===== src/rtl/core/tvs_pkg.sv =====
package tvs_pkg;

   // Field and register widths
   localparam int EnergyW  = 48;
   localparam int CountW   = 21;
   localparam int StepW    = 32;
   localparam int TempW    = 32;
   localparam int PeriodW  = 16;
   localparam int DimW     = 2;
   localparam int FactorW  = 32;

   // Shared divider sizing
   localparam int DvdW     = 94;   // widest dividend: 34-bit radicand << 60
   localparam int DsrW     = 32;
   localparam int QuoW     = 64;
   localparam int NbitsW   = 7;

   localparam int DefMaxParticles = 1048576;

   localparam logic [FactorW-1:0] OneQ30  = 32'h4000_0000;
   localparam logic [FactorW-1:0] SatQ30  = 32'hFFFF_FFFF;

   // Register map (index = paddr[4:2])
   localparam logic [2:0] RegPeriod      = 3'd0;
   localparam logic [2:0] RegDimensions  = 3'd1;
   localparam logic [2:0] RegTargetTemp  = 3'd2;
   localparam logic [2:0] RegInitialTemp = 3'd3;
   localparam logic [2:0] RegMaxDelta    = 3'd4;
   localparam logic [2:0] RegCapEnable   = 3'd5;
   localparam logic [2:0] RegHoldMode    = 3'd6;
   localparam logic [2:0] RegTotalSteps  = 3'd7;

   // Divider start request
   typedef struct packed {
      logic              start;
      logic [NbitsW-1:0] nbits;
   } div_req_type;

endpackage


===== src/rtl/core/tvs_div.sv =====
module tvs_div (
   input  logic                          clock,
   input  logic                          reset,
   input  tvs_pkg::div_req_type          req,
   input  logic [tvs_pkg::DvdW-1:0]      dividend,
   input  logic [tvs_pkg::DsrW-1:0]      divisor,
   output logic                          done,
   output logic [tvs_pkg::QuoW-1:0]      quotient,
   output logic [tvs_pkg::DsrW-1:0]      remainder
);
   import tvs_pkg::*;

   logic              busy_ff, busy_in;
   logic              done_ff, done_in;
   logic [NbitsW-1:0] cnt_ff, cnt_in;
   logic [DvdW-1:0]   dvd_ff, dvd_in;
   logic [DsrW-1:0]   rem_ff, rem_in;
   logic [QuoW-1:0]   quo_ff, quo_in;

   logic [DsrW:0]     trial;
   logic [DsrW:0]     diff;
   logic              fits;

   // One restoring step: bring down the next dividend bit
   assign trial = {rem_ff, dvd_ff[DvdW-1]};
   assign diff  = trial - {1'b0, divisor};
   assign fits  = trial >= {1'b0, divisor};

   always_comb begin
      busy_in = busy_ff;
      done_in = 1'b0;
      cnt_in  = cnt_ff;
      dvd_in  = dvd_ff;
      rem_in  = rem_ff;
      quo_in  = quo_ff;
      if (req.start) begin
         busy_in = 1'b1;
         cnt_in  = req.nbits;
         dvd_in  = dividend;
         rem_in  = '0;
         quo_in  = '0;
      end else if (busy_ff) begin
         dvd_in = {dvd_ff[DvdW-2:0], 1'b0};
         rem_in = fits ? diff[DsrW-1:0] : trial[DsrW-1:0];
         quo_in = {quo_ff[QuoW-2:0], fits};
         cnt_in = cnt_ff - 1'b1;
         if (cnt_ff == NbitsW'(1)) begin
            busy_in = 1'b0;
            done_in = 1'b1;
         end
      end
   end

   always_ff @(posedge clock) begin
      if (reset) begin
         busy_ff <= 1'b0;
         done_ff <= 1'b0;
         cnt_ff  <= '0;
      end else begin
         busy_ff <= busy_in;
         done_ff <= done_in;
         cnt_ff  <= cnt_in;
      end
      dvd_ff <= dvd_in;
      rem_ff <= rem_in;
      quo_ff <= quo_in;
   end

   assign done      = done_ff;
   assign quotient  = quo_ff;
   assign remainder = rem_ff;

endmodule


===== src/rtl/core/thermostat_velocity_scale_top.sv =====
// Velocity-rescaling thermostat: scale factor for one simulation step.
// Request channel (req_*): mode, kinetic_energy (Q32.16), particle_count and
// elapsed_steps, valid/ready. Response channel (rsp_*): apply_scale,
// scale_factor (Q2.30), temperature (Q16.16) and invalid, valid/ready.
// Registers sit on the csr_* APB port at byte address 4*index.
// One request is in flight at a time; req_ready is high only when idle.
// Work runs on one shared bit-serial divider and a two-bit-per-cycle
// square root, in order: temperature division, period check, ramp
// division, radicand division, square root. A hold-mode or few-steps-left
// request skips the ramp division; a step that does not apply skips it and
// also the radicand division and the square root; an initial-scaling
// request skips the period check and the ramp division. Zero temperature or a
// saturated factor skips the radicand division and the square root.
// The response is held in output registers until rsp_ready takes it; the
// next request is accepted after that.
// Reset (synchronous, active high) loads the register defaults and clears
// the step counter; no clearing pass is needed.
module thermostat_velocity_scale_top #(
   parameter int MAX_PARTICLES = tvs_pkg::DefMaxParticles
) (
   input  logic                           clock,
   input  logic                           reset,
   input  logic                           req_valid,
   output logic                           req_ready,
   input  logic                           req_mode,
   input  logic [tvs_pkg::EnergyW-1:0]    req_kinetic_energy,
   input  logic [tvs_pkg::CountW-1:0]     req_particle_count,
   input  logic [tvs_pkg::StepW-1:0]      req_elapsed_steps,
   output logic                           rsp_valid,
   input  logic                           rsp_ready,
   output logic                           rsp_apply_scale,
   output logic [tvs_pkg::FactorW-1:0]    rsp_scale_factor,
   output logic [tvs_pkg::TempW-1:0]      rsp_temperature,
   output logic                           rsp_invalid,
   input  logic                           csr_psel,
   input  logic                           csr_penable,
   input  logic                           csr_pwrite,
   input  logic [4:0]                     csr_paddr,
   input  logic [31:0]                    csr_pwdata,
   output logic [31:0]                    csr_prdata,
   output logic                           csr_pready
);
   import tvs_pkg::*;

   localparam logic [24:0] MaxCnt = 25'(MAX_PARTICLES);

   typedef enum logic [3:0] {
      ST_IDLE, ST_TEMP, ST_TDIV, ST_MODE, ST_MOD, ST_MUL, ST_RDIV,
      ST_CHECK, ST_FDIV, ST_SQRT, ST_OUT
   } state_type;

   // Configuration registers
   logic [PeriodW-1:0] period_ff;
   logic [DimW-1:0]    dim_ff;
   logic [TempW-1:0]   target_ff, initial_ff, max_delta_ff;
   logic               cap_ff, hold_ff;
   logic [StepW-1:0]   total_ff;
   logic [2:0]         reg_idx;
   logic               csr_wr;

   assign reg_idx    = csr_paddr[4:2];
   assign csr_wr     = csr_psel & csr_penable & csr_pwrite;
   assign csr_pready = 1'b1;

   always_ff @(posedge clock) begin
      if (reset) begin
         period_ff    <= 16'd1;
         dim_ff       <= 2'd3;
         target_ff    <= 32'd65536;
         initial_ff   <= 32'd65536;
         max_delta_ff <= '0;
         cap_ff       <= 1'b0;
         hold_ff      <= 1'b0;
         total_ff     <= 32'd1000;
      end else if (csr_wr) begin
         unique case (reg_idx)
            RegPeriod:      period_ff    <= csr_pwdata[PeriodW-1:0];
            RegDimensions:  dim_ff       <= csr_pwdata[DimW-1:0];
            RegTargetTemp:  target_ff    <= csr_pwdata;
            RegInitialTemp: initial_ff   <= csr_pwdata;
            RegMaxDelta:    max_delta_ff <= csr_pwdata;
            RegCapEnable:   cap_ff       <= csr_pwdata[0];
            RegHoldMode:    hold_ff      <= csr_pwdata[0];
            RegTotalSteps:  total_ff     <= csr_pwdata;
            default: ;
         endcase
      end
   end

   always_comb begin
      unique case (reg_idx)
         RegPeriod:      csr_prdata = {16'd0, period_ff};
         RegDimensions:  csr_prdata = {30'd0, dim_ff};
         RegTargetTemp:  csr_prdata = target_ff;
         RegInitialTemp: csr_prdata = initial_ff;
         RegMaxDelta:    csr_prdata = max_delta_ff;
         RegCapEnable:   csr_prdata = {31'd0, cap_ff};
         RegHoldMode:    csr_prdata = {31'd0, hold_ff};
         RegTotalSteps:  csr_prdata = total_ff;
         default:        csr_prdata = '0;
      endcase
   end

   // Sequencer registers
   state_type          state_ff, state_in;
   logic               mode_ff, mode_in;
   logic [EnergyW-1:0] energy_ff, energy_in;
   logic [CountW-1:0]  count_ff, count_in;
   logic [StepW-1:0]   elapsed_ff, elapsed_in;
   logic [StepW-1:0]   step_ff, step_in;
   logic [TempW-1:0]   temp_ff, temp_in;
   logic               apply_ff, apply_in;
   logic               invalid_ff, invalid_in;
   logic [FactorW-1:0] factor_ff, factor_in;
   logic               rsp_valid_ff, rsp_valid_in;
   logic signed [34:0] num_ff, num_in;
   logic [32:0]        magc_ff, magc_in;
   logic               neg_ff, neg_in;
   logic [63:0]        sq_ff, sq_in;
   logic [31:0]        root_ff, root_in;
   logic [33:0]        srem_ff, srem_in;
   logic [4:0]         scnt_ff, scnt_in;
   div_req_type        div_req_ff, div_req_in;
   logic [DvdW-1:0]    div_dvd_ff, div_dvd_in;
   logic [DsrW-1:0]    div_dsr_ff, div_dsr_in;

   logic               div_done;
   logic [QuoW-1:0]    div_quo;
   logic [DsrW-1:0]    div_rem;

   tvs_div u_div (
      .clock     (clock),
      .reset     (reset),
      .req       (div_req_ff),
      .dividend  (div_dvd_ff),
      .divisor   (div_dsr_ff),
      .done      (div_done),
      .quotient  (div_quo),
      .remainder (div_rem)
   );

   // Denominator N*dim with particle clamp
   logic [CountW-1:0]  cnt_clamp;
   logic [22:0]        den;
   assign cnt_clamp = ({4'd0, count_ff} > MaxCnt) ? MaxCnt[CountW-1:0] : count_ff;
   assign den       = 23'(cnt_clamp) * 23'(dim_ff);

   // Effective period
   logic [PeriodW-1:0] per;
   assign per = (period_ff == '0) ? PeriodW'(1) : period_ff;

   // Difference to target, optionally capped
   logic signed [33:0] diff;
   logic [32:0]        mag, magc;
   logic signed [34:0] capped;
   logic signed [33:0] left;
   logic               few_left;
   assign diff     = $signed({2'b00, target_ff}) - $signed({2'b00, temp_ff});
   assign mag      = diff[33] ? 33'(-diff) : diff[32:0];
   assign magc     = (cap_ff && mag > {1'b0, max_delta_ff}) ? {1'b0, max_delta_ff} : mag;
   assign capped   = diff[33] ? -$signed({2'b00, magc}) : $signed({2'b00, magc});
   assign left     = $signed({2'b00, total_ff}) - $signed({2'b00, elapsed_ff});
   assign few_left = $signed({18'd0, per}) > left;

   // Ramp increment: capped directly, or from the ramp division
   logic signed [34:0] inc_raw, inc_cap, num_ramp;
   always_comb begin
      if (state_ff == ST_RDIV) begin
         inc_raw = neg_ff ? -$signed({1'b0, div_quo[33:0]}) : $signed({1'b0, div_quo[33:0]});
      end else begin
         inc_raw = capped;
      end
      inc_cap  = (cap_ff && inc_raw > $signed({3'b000, max_delta_ff}))
                 ? $signed({3'b000, max_delta_ff}) : inc_raw;
      num_ramp = $signed({3'b000, temp_ff}) + inc_cap;
   end

   // Radicand clamp and saturation check
   logic [33:0] num_pos;
   logic        ratio_sat;
   assign num_pos   = num_ff[34] ? '0 : num_ff[33:0];
   assign ratio_sat = {2'b00, num_pos} >= {temp_ff, 4'b0000};

   // Square root step, two radicand bits per cycle
   logic [33:0] srem_try, sqrt_trial;
   logic        sqrt_fits;
   logic [31:0] root_next;
   assign srem_try   = {srem_ff[31:0], sq_ff[63:62]};
   assign sqrt_trial = {root_ff, 2'b01};
   assign sqrt_fits  = srem_try >= sqrt_trial;
   assign root_next  = {root_ff[30:0], sqrt_fits};

   always_comb begin
      state_in     = state_ff;
      mode_in      = mode_ff;
      energy_in    = energy_ff;
      count_in     = count_ff;
      elapsed_in   = elapsed_ff;
      step_in      = step_ff;
      temp_in      = temp_ff;
      apply_in     = apply_ff;
      invalid_in   = invalid_ff;
      factor_in    = factor_ff;
      rsp_valid_in = rsp_valid_ff;
      num_in       = num_ff;
      magc_in      = magc_ff;
      neg_in       = neg_ff;
      sq_in        = sq_ff;
      root_in      = root_ff;
      srem_in      = srem_ff;
      scnt_in      = scnt_ff;
      div_req_in   = '0;
      div_dvd_in   = div_dvd_ff;
      div_dsr_in   = div_dsr_ff;

      unique case (state_ff)
         ST_IDLE: begin
            if (req_valid) begin
               mode_in    = req_mode;
               energy_in  = req_kinetic_energy;
               count_in   = req_particle_count;
               elapsed_in = req_elapsed_steps;
               state_in   = ST_TEMP;
            end
         end
         // T = 2E / (N*dim)
         ST_TEMP: begin
            if (den == '0) begin
               temp_in  = '0;
               state_in = ST_MODE;
            end else begin
               div_req_in = '{start: 1'b1, nbits: NbitsW'(49)};
               div_dvd_in = {energy_ff, 1'b0, 45'd0};
               div_dsr_in = 32'(den);
               state_in   = ST_TDIV;
            end
         end
         ST_TDIV: begin
            if (div_done) begin
               temp_in  = (div_quo[63:32] != '0) ? SatQ30 : div_quo[31:0];
               state_in = ST_MODE;
            end
         end
         ST_MODE: begin
            if (mode_ff) begin
               apply_in = 1'b1;
               num_in   = $signed({3'b000, initial_ff});
               state_in = ST_CHECK;
            end else begin
               div_req_in = '{start: 1'b1, nbits: NbitsW'(32)};
               div_dvd_in = {step_ff, 62'd0};
               div_dsr_in = {16'd0, per};
               state_in   = ST_MOD;
            end
         end
         // step_counter mod period decides whether to apply
         ST_MOD: begin
            if (div_done) begin
               step_in  = step_ff + 1'b1;
               apply_in = (div_rem == '0);
               magc_in  = magc;
               neg_in   = diff[33];
               if (div_rem != '0) begin
                  factor_in    = OneQ30;
                  invalid_in   = 1'b0;
                  rsp_valid_in = 1'b1;
                  state_in     = ST_OUT;
               end else if (hold_ff) begin
                  num_in   = cap_ff ? ($signed({3'b000, temp_ff}) + capped)
                                    : $signed({3'b000, target_ff});
                  state_in = ST_CHECK;
               end else if (few_left) begin
                  num_in   = num_ramp;
                  state_in = ST_CHECK;
               end else begin
                  state_in = ST_MUL;
               end
            end
         end
         ST_MUL: begin
            state_in = ST_RDIV;
            div_req_in = '{start: 1'b1, nbits: NbitsW'(49)};
            div_dvd_in = {49'(per) * 49'(magc_ff), 45'd0};
            div_dsr_in = left[31:0];
         end
         ST_RDIV: begin
            if (div_done) begin
               num_in   = num_ramp;
               state_in = ST_CHECK;
            end
         end
         ST_CHECK: begin
            if (temp_ff == '0) begin
               factor_in    = OneQ30;
               invalid_in   = 1'b1;
               rsp_valid_in = 1'b1;
               state_in     = ST_OUT;
            end else if (ratio_sat) begin
               factor_in    = SatQ30;
               invalid_in   = 1'b1;
               rsp_valid_in = 1'b1;
               state_in     = ST_OUT;
            end else begin
               div_req_in = '{start: 1'b1, nbits: NbitsW'(DvdW)};
               div_dvd_in = {num_pos, 60'd0};
               div_dsr_in = temp_ff;
               state_in   = ST_FDIV;
            end
         end
         // floor(num * 2^60 / T), then its square root
         ST_FDIV: begin
            if (div_done) begin
               sq_in    = div_quo;
               root_in  = '0;
               srem_in  = '0;
               scnt_in  = '0;
               state_in = ST_SQRT;
            end
         end
         ST_SQRT: begin
            sq_in   = {sq_ff[61:0], 2'b00};
            srem_in = sqrt_fits ? (srem_try - sqrt_trial) : srem_try;
            root_in = root_next;
            scnt_in = scnt_ff + 1'b1;
            if (scnt_ff == 5'd31) begin
               factor_in    = root_next;
               invalid_in   = 1'b0;
               rsp_valid_in = 1'b1;
               state_in     = ST_OUT;
            end
         end
         ST_OUT: begin
            if (rsp_ready) begin
               rsp_valid_in = 1'b0;
               state_in     = ST_IDLE;
            end
         end
         default: state_in = ST_IDLE;
      endcase
   end

   always_ff @(posedge clock) begin
      if (reset) begin
         state_ff     <= ST_IDLE;
         step_ff      <= '0;
         rsp_valid_ff <= 1'b0;
         div_req_ff   <= '0;
      end else begin
         state_ff     <= state_in;
         step_ff      <= step_in;
         rsp_valid_ff <= rsp_valid_in;
         div_req_ff   <= div_req_in;
      end
      mode_ff    <= mode_in;
      energy_ff  <= energy_in;
      count_ff   <= count_in;
      elapsed_ff <= elapsed_in;
      temp_ff    <= temp_in;
      apply_ff   <= apply_in;
      invalid_ff <= invalid_in;
      factor_ff  <= factor_in;
      num_ff     <= num_in;
      magc_ff    <= magc_in;
      neg_ff     <= neg_in;
      sq_ff      <= sq_in;
      root_ff    <= root_in;
      srem_ff    <= srem_in;
      scnt_ff    <= scnt_in;
      div_dvd_ff <= div_dvd_in;
      div_dsr_ff <= div_dsr_in;
   end

   assign req_ready        = (state_ff == ST_IDLE);
   assign rsp_valid        = rsp_valid_ff;
   assign rsp_apply_scale  = apply_ff;
   assign rsp_scale_factor = factor_ff;
   assign rsp_temperature  = temp_ff;
   assign rsp_invalid      = invalid_ff;

endmodule


===== config.mk =====
export PLATFORM = sky130hd
export DESIGN_NAME = thermostat_velocity_scale_top
export DESIGN_NICKNAME = d
export VERILOG_FILES = /design/src/rtl/core/tvs_pkg.sv /design/src/rtl/core/tvs_div.sv /design/src/rtl/core/thermostat_velocity_scale_top.sv
export SDC_FILE = /design/constraint.sdc
export NUM_CORES = 2
export LEC_CHECK = 0
export ABC_AREA = 1
export BUFFER_PORTS_ARGS = -buffer_cell sky130_fd_sc_hd__buf_2
export CORE_ASPECT_RATIO = 2
export CORE_MARGIN = 3
export CORE_UTILIZATION = 43
export CTS_BUF_LIST = sky130_fd_sc_hd__clkbuf_4 sky130_fd_sc_hd__clkbuf_8
export CTS_CLUSTER_DIAMETER = 50
export CTS_CLUSTER_SIZE = 28
export DETAILED_ROUTE_END_ITERATION = 16
export PLACE_DENSITY = 0.56
export SYNTH_ARGS = -nofsm -noshare
export SYNTH_HDL_FRONTEND = slang
export SYNTH_SLANG_ARGS = --single-unit

===== constraint.sdc =====
create_clock -name clock -period 27.3 [get_ports clock]
set_input_delay 1.365 -clock clock [delete_from_list [all_inputs] [get_ports clock]]
set_output_delay 1.365 -clock clock [all_outputs]
set_load 0.01 [all_outputs]

### Yosys cells after proc, flatten, opt, wreduce, memory -nomap -nowiden

Index checks and enable logic that the tools add are counted.

| word-level totals | value |
|---|---|
| register bits | 888 |
| bits of input ports | 146 |
| output and inout port bits | 101 |
| word-level logic and storage cells | 223 |

| operators by class | value |
|---|---|
| add/sub/neg operators | 12 |
| $mul | 2 |
| magnitude comparators | 7 |
| equal/unequal tests | 36 |
| multiplexer cells | 90 |
| bitwise logic cells | 3 |
| reduce and logical (&&, ||, !) cells | 37 |

Operators by type and width:

| kind | number |
|---|---|
| two-way mux 94 bit | 6 |
| two-way mux 32 bit | 16 |
| two-way mux 35 bit | 11 |
| one-hot mux 94 bit (4 select lines) | 1 |
| one-hot mux 32 bit (8 select lines) | 1 |
| one-hot mux 32 bit (2 select lines) | 3 |
| one-hot mux 32 bit (4 select lines) | 1 |
| one-hot mux 64 bit (2 select lines) | 1 |
| one-hot mux 35 bit (3 select lines) | 1 |
| one-hot mux 32 bit (3 select lines) | 1 |
| adder 33 x 35 -> 35 bit | 2 |
| two-way mux 33 bit | 2 |
| subtractor 32 x 32 -> 33 bit | 2 |
| logical NOT 32 bit | 2 |
| two-way mux 64 bit | 1 |
| nonzero test 32 bit | 2 |
| subtractor 32 bit | 2 |
| multiplier 16 x 33 -> 49 bit | 1 |
| one-hot mux 4 bit (11 select lines) | 1 |
| >= comparator 34 x 36 -> 1 bit | 1 |
| greater-than comparator 35 x 33 -> 1 bit | 1 |
| negator 33 -> 35 bit | 1 |
| negator 34 -> 35 bit | 1 |
| >= comparator 34 bit | 1 |
| 51 further kinds | 125 |

### Longest topological paths before layout

| logic depth | value |
|---|---|
| depth in word-level cells | 18 |
| gate-level depth with buffers | 93 |
| mapped depth without buffers | 93 |

### Hierarchy

A second synthesis with hierarchy kept.

| unflattened totals | value |
|---|---|
| cell total of the unflattened synthesis | 9,069 |
| area, all modules | 69,542.9 um^2 |

By module, submodules not included:

| module | instances | cells an instance | area an instance (um^2) | seq. area each (um^2) |
|---|---|---|---|---|
| thermostat_velocity_scale_top | 1 | 7,597 | 58,977.8 | 17,346.6 |
| tvs_div | 1 | 1,472 | 10,565.1 | 4,924.7 |

### Worst setup path before layout

OpenSTA, ideal clock, no wires.

| path | value |
|---|---|
| path type | register to register |
| start | reg state_ff[1] |
| end | reg root_ff[0], enable pin |
| setup time | 809 ps |
| arrival time | 10,114 ps |
| setup slack | 16,378 ps |
| cell stages (with the launch flop) | 6 |
| period minus slack after synthesis | 10,922 ps |
| cell sequence | dfxtp_1 > nor2_1 > nand2_1 > nor2_1 > inv_1 > o21ai_0 |

| between the ends | value |
|---|---|
| cells in the longest elaborated chain, start to end | 3 |
| elaborated cells on any way between the ends | 5 |
| classes of those cells | eq/ne: 3; reduce/logical: 2 |

Ends and longest elaborated chain:

| item | RTL line | RTL |
|---|---|---|
| start: declaration | thermostat_velocity_scale_top.sv:105 | `state_type state_ff, state_in;` |
| start signal: assignment | thermostat_velocity_scale_top.sv:349 | `state_ff <= state_in;` |
| == test 4 bit | thermostat_velocity_scale_top.sv:216 | `unique case (state_ff)` |
| inequality test 2 x 1 -> 1 bit (no line) or nonzero test 2 bit (tied branches) | - |  |
| AND reduction 2 bit (no line) (*) | - |  |
| end signal: assignment | thermostat_velocity_scale_top.sv:366 | `root_ff <= root_in;` |
| end: declaration | thermostat_velocity_scale_top.sv:120 | `logic [31:0] root_ff, root_in;` |

Mark *: on every way between the ends. The rest lies on a longest branch, timed or not.
A chain may end at the register's enable or synchronous reset.

### Worst setup path in the final report

| path | value |
|---|---|
| start | reg temp_ff[19], in the netlist rsp_temperature[19] |
| end | reg num_ff[34] (data pin) |

| between the ends | value |
|---|---|
| cells in the longest elaborated chain, start to end | 18 |
| elaborated cells on any way between the ends | 21 |
| classes of those cells | add/sub: 5; order compare: 2; mux: 12; reduce/logical: 2 |

Ends and longest elaborated chain:

| item | RTL line | RTL |
|---|---|---|
| start: declaration | thermostat_velocity_scale_top.sv:111 | `logic [TempW-1:0] temp_ff, temp_in;` |
| start signal: assignment | thermostat_velocity_scale_top.sv:358 | `temp_ff <= temp_in;` |
| subtractor 32 x 32 -> 33 bit (*) | thermostat_velocity_scale_top.sv:158 | `assign diff = $signed({2'b00, target_ff}) - $signed({2'b00, temp_ff});` |
| negator 33 bit | thermostat_velocity_scale_top.sv:159 | `assign mag = diff[33] ? 33'(-diff) : diff[32:0];` |
| two-way mux 33 bit | thermostat_velocity_scale_top.sv:159 |  |
| greater-than comparator 33 x 32 -> 1 bit | thermostat_velocity_scale_top.sv:160 | `assign magc = (cap_ff && mag > {1'b0, max_delta_ff}) ? {1'b0, max_delta_ff} : mag;` |
| logical AND 1 bit | thermostat_velocity_scale_top.sv:160 |  |
| two-way mux 33 bit | thermostat_velocity_scale_top.sv:160 |  |
| negator 33 -> 35 bit | thermostat_velocity_scale_top.sv:161 | `assign capped = diff[33] ? -$signed({2'b00, magc}) : $signed({2'b00, magc});` |
| two-way mux 35 bit (*) | thermostat_velocity_scale_top.sv:161 |  |
| named net capped[0] | thermostat_velocity_scale_top.sv:155 | `logic signed [34:0] capped;` |
| [... 3 more ...] | - |  |
| two-way mux 35 bit | thermostat_velocity_scale_top.sv:174 | `? $signed({3'b000, max_delta_ff}) : inc_raw;` |
| adder 33 x 35 -> 35 bit | thermostat_velocity_scale_top.sv:175 | `num_ramp = $signed({3'b000, temp_ff}) + inc_cap;` |
| two-way mux 35 bit | thermostat_velocity_scale_top.sv:272 | `end else if (few_left) begin` |
| two-way mux 35 bit | thermostat_velocity_scale_top.sv:268 | `end else if (hold_ff) begin` |
| two-way mux 35 bit | thermostat_velocity_scale_top.sv:263 | `if (div_rem != '0) begin` |
| two-way mux 35 bit | thermostat_velocity_scale_top.sv:258 | `if (div_done) begin` |
| one-hot mux 35 bit (3 select lines) (*) | thermostat_velocity_scale_top.sv:216 |  |
| named net num_in[34] | thermostat_velocity_scale_top.sv:116 | `logic signed [34:0] num_ff, num_in;` |
| end signal: assignment | thermostat_velocity_scale_top.sv:362 | `num_ff <= num_in;` |
| end: declaration | thermostat_velocity_scale_top.sv:116 |  |

Mark *: on every way through the listed nets, which the timed path passes. The rest lies on a longest branch. The select of a mux whose other input is x is not followed.

==> run_results.csv <==
group,metric,value,unit
drt,wirelength,278500,um
drt,drc,0,
yosys,ys_seq_area_share,31.36,%
pwr,switching_share,49.78,%
clocking,post_cts_resize_count,0,
global_routing,grt-ovfl-total,0,
pwr,p_int,0.002707,W
flow_run,maxCapViolations,0,
placement,place_inst,10630,
setup_path,reg2reg_to,"num_ff[34]$_DFFE_PP_",
clocking,ctsHoldBuffers,0,
pwr,leakagePower,34.34,nW
yosys,ys_types,68,
clocking,cts_inserted_buffers,72,
placement,io_buffers,243,
setup_path,worst_path_largest_cell_delay,620,ps
yosys,synth_fp_nets,9618,
setup_path,cp_max_fo,67,
timing,hold_violations,0,
pwr,irDropWorstVdd,0.06705,mV
hold_path,holdPathEnd,"u_div.cnt_ff[5]$_SDFFE_PP0P_",
yosys,synth_largest_area_cell,"edfxtp_1",
setup_path,r2r_setup_slack,11130,ps
die,core,153400,sq um
final_layout,final_area,71930,sq um
yosys,postSynthCellCount,8581,
global_routing,grt_pass1_vias,59590,
drt,initialDrtViolationCount,4540,
timing,fmax,0.06183,GHz
yosys,synth_warnings,0,
setup_path,worstRegToRegCells,88,
timing,final.min_clock_period,16170,ps
final_layout,finalNonFillerCells,10770,
setup_path,required,27840,ps
global_routing,grt_max_degree,108,
placement,hpwl,221800,um
clocking,clk_pin_slew,110,ps
yosys,synth-seq-cells,795,
global_routing,track_usage,34.20,%
drt,vias_per_cell,5.543,
setup_path,slowest_stage,"o21ai_1",
pwr,switchingPower,0.002684,W
global_routing,grt_pass1_wl,397700,um
pwr,p_seq_share,31.3,%
pwr,p_comb_share,52.2,%
yosys,async_flop_share,0,%
timing,slew_violations,0,
hold_path,holdCritStartpoint,"div_req_ff[5]$_SDFF_PP0_",
final_layout,mostFrequentLayoutCells,"nand2_1, inv_1, nor2_1",
timing,setup_violations,0,
yosys,syn_avg_cell_area,7.773,sq um
final_layout,final_layout_size_suffix_gt1_share,7.499,%
drt,dr_total_vias,59710,
yosys,netlist_top_cells_area,"edfxtp_1, fa_1, nand2_1, dfxtp_1, ha_1",
timing,rsz0062_at_grt,"no",
timing,slew_headroom,2.405,%
setup_path,crit_path_frequent_cell,"nand2_1",
setup_path,r2r_start,"rsp_temperature[19]$_SDFFCE_PN0P_",
timing,finalCritPeriodShare,59.24,%
timing,tns,0,ps
placement,gp_congestion,1.039,
clocking,cts_max_level,3,
clocking,clockRootBuffer,"clkbuf_8",
setup_path,cp.arrival,16720,ps
drt,first_pass_iters,9,
die,die_h,563.0,um
drt,wl_per_cell,25.85,um
placement,placed_area,70080,sq um
yosys,syn-cell-area,66700,sq um
setup_path,crit_type,"flop to flop",
clocking,cts.sink_count,795,
die,dieArea,160200,sq um
clocking,cts_tree,"built",
global_routing,antenna_found_initial,29,
yosys,ys.flop_type,"edfxtp_1",
pwr,pwr-share-clk,16.5,%
hold_path,hold_path_depth,2,
yosys,synth_top_area_share,22.51,%
final_layout,syn2layout_area_growth,7.847,%
setup_path,end_kind,"flop",
final_layout,final_common_cell,"nand2_1",
die,start_util,43.48,%
die,rows,203,
clocking,clock_latency,830,ps
final_layout,nets,9686,
timing,worstMarginPinSlew,1453,ps
yosys,synth_edf_count,500,
status,outcome,"complete, no violations",
clocking,post_cts_buffers,0,
setup_path,crit_path_start_kind,"flop",
pwr,p_per_area,74.94,nW/um^2
timing,fin_skew,62.72,ps
clocking,clockBufferDepth,3,
die,io_pins,247,
die,die_width,284.5,um
hold_path,hp-class,"flop to flop",
drt,ant_nets,0,
[through the flow]
stage	power, W	setup slack, ps	util, %	hold slack (ps)
2_1_floorplan	0.003355	16380	-	443.7
3_5_place_dp	0.004475	11600	45.68	465.0
4_1_cts	0.005376	11510	46.87	482.1
6_report	0.005391	11130	46.89	475.7
3_3_place_gp	0.004452	11610	45.68	466.8
5_1_grt	0.005677	9993	46.88	507.0
[how the worst max path moves through the flow]
stage / start / end / slack [ps] / cells after the start
detailed placement: rsp_temperature[19]$_SDFFCE_PN0P_ / num_ff[26]$_DFFE_PP_ / 11600 / 83
finish: rsp_temperature[19]$_SDFFCE_PN0P_ / num_ff[34]$_DFFE_PP_ / 11130 / 88
CTS: rsp_temperature[19]$_SDFFCE_PN0P_ / num_ff[26]$_DFFE_PP_ / 11510 / 83
global route: rsp_temperature[3]$_SDFFCE_PN0P_ / num_ff[34]$_DFFE_PP_ / 9990 / 90
global placement: rsp_temperature[19]$_SDFFCE_PN0P_ / num_ff[26]$_DFFE_PP_ / 11610 / 84
floorplan: state_ff[1]$_SDFFE_PP0P_ / root_ff[0]$_SDFFCE_PN0P_ / 16380 / 5
[layout make-up]
class / instances / area, sq um
clock inverters: 55 / 772.0
inverters: 1434 / 5388
fillers: 15550 / 81480
clock buffers: 78 / 1049
multi-input cells: 5973 / 39010
flip-flops and latches: 795 / 20920
repair buffers: 373 / 2192
well taps: 2050 / 2565
diodes: 14 / 35.03
[synth_stat cells (14+ instances only)]
library cell     n
nand2_1       2050
inv_1         1395
nor2_1         629
o21ai_0        564
a21oi_1        556
edfxtp_1       500
ha_1           453
fa_1           438
clkbuf_1       317
dfxtp_1        295
nand3_1        287
xor2_1         169
o22ai_1         84
nand4_1         83
xnor2_1         71
nor3_1          68
o211ai_1        60
nor4_1          59
o2111ai_1       43
buf_1           38
o21ai_1         36
a22oi_1         30
inv_2           29
a31oi_1         24
nand2_2         24
or2_2           24
o21a_1          23
nand3b_1        20
o221ai_1        17
a21boi_0        16
o21bai_1        16
a21o_1          14
[cells by family (layout without fill, tap and decap cells)]
| logic type | Yosys count | count (layout) | synth area share, % |
|---|---|---|---|
| adder cells (fa/ha/maj) | 891 | 891 | 21.64 |
| other | 1 | 15 | 0.005622 |
| XOR/XNOR | 240 | 240 | 3.151 |
| AND/OR/NAND/NOR | 3296 | 3296 | 20.45 |
| AO/OA/AOI/OAI | 1545 | 1545 | 13.06 |
| buffers and inverters | 1813 | 1940 | 10.32 |
| flip-flops | 795 | 795 | 31.36 |
[flip-flops by register name, indices dropped and copies added (netlist names), 33 cells and up]
name,flops
sq_ff,64
div_dvd_ff,49
num_ff,35
u_div.dvd_ff,49
u_div.quotient,64
energy_ff,48
magc_ff,33
[routing by layer]
metal | share of wire [%] | vias up | global-route usage, % | wire, um
li1 | - | 27930 | - | -
met1 | 34 | 28740 | 34.42 | 93400
met2 | 49 | 2237 | 59.81 | 136400
met3 | 5.9 | 790 | 5.637 | 16290
met4 | 12 | 16 | 32.31 | 32240
met5 | 0.038 | - | 0 | 106
[power groups by stage]
stage | sequential [W] | combinational, W | clock [W]
3_3_place_gp | 0.00171 | 0.00274 | 0
2_1_floorplan | 0.00168 | 0.00168 | 0
4_1_cts | 0.00169 | 0.00277 | 0.000914
5_1_grt | 0.00171 | 0.00302 | 0.000951
3_5_place_dp | 0.00171 | 0.00276 | 0
6_report | 0.00169 | 0.00281 | 0.000889
[critical path, delay by kind of cell, from the launching register on]
kind                       cells  cell delay [ps]
DFF                            1              540
xor gates and xnor gates       2              480
and+or+nand+nor               46             5150
buffers and inverters         13             2380
AOI/OAI and AO/OA             21             5260
adders and majority gates      6             1940
Note: power is estimated with default switching activity, not from simulation.
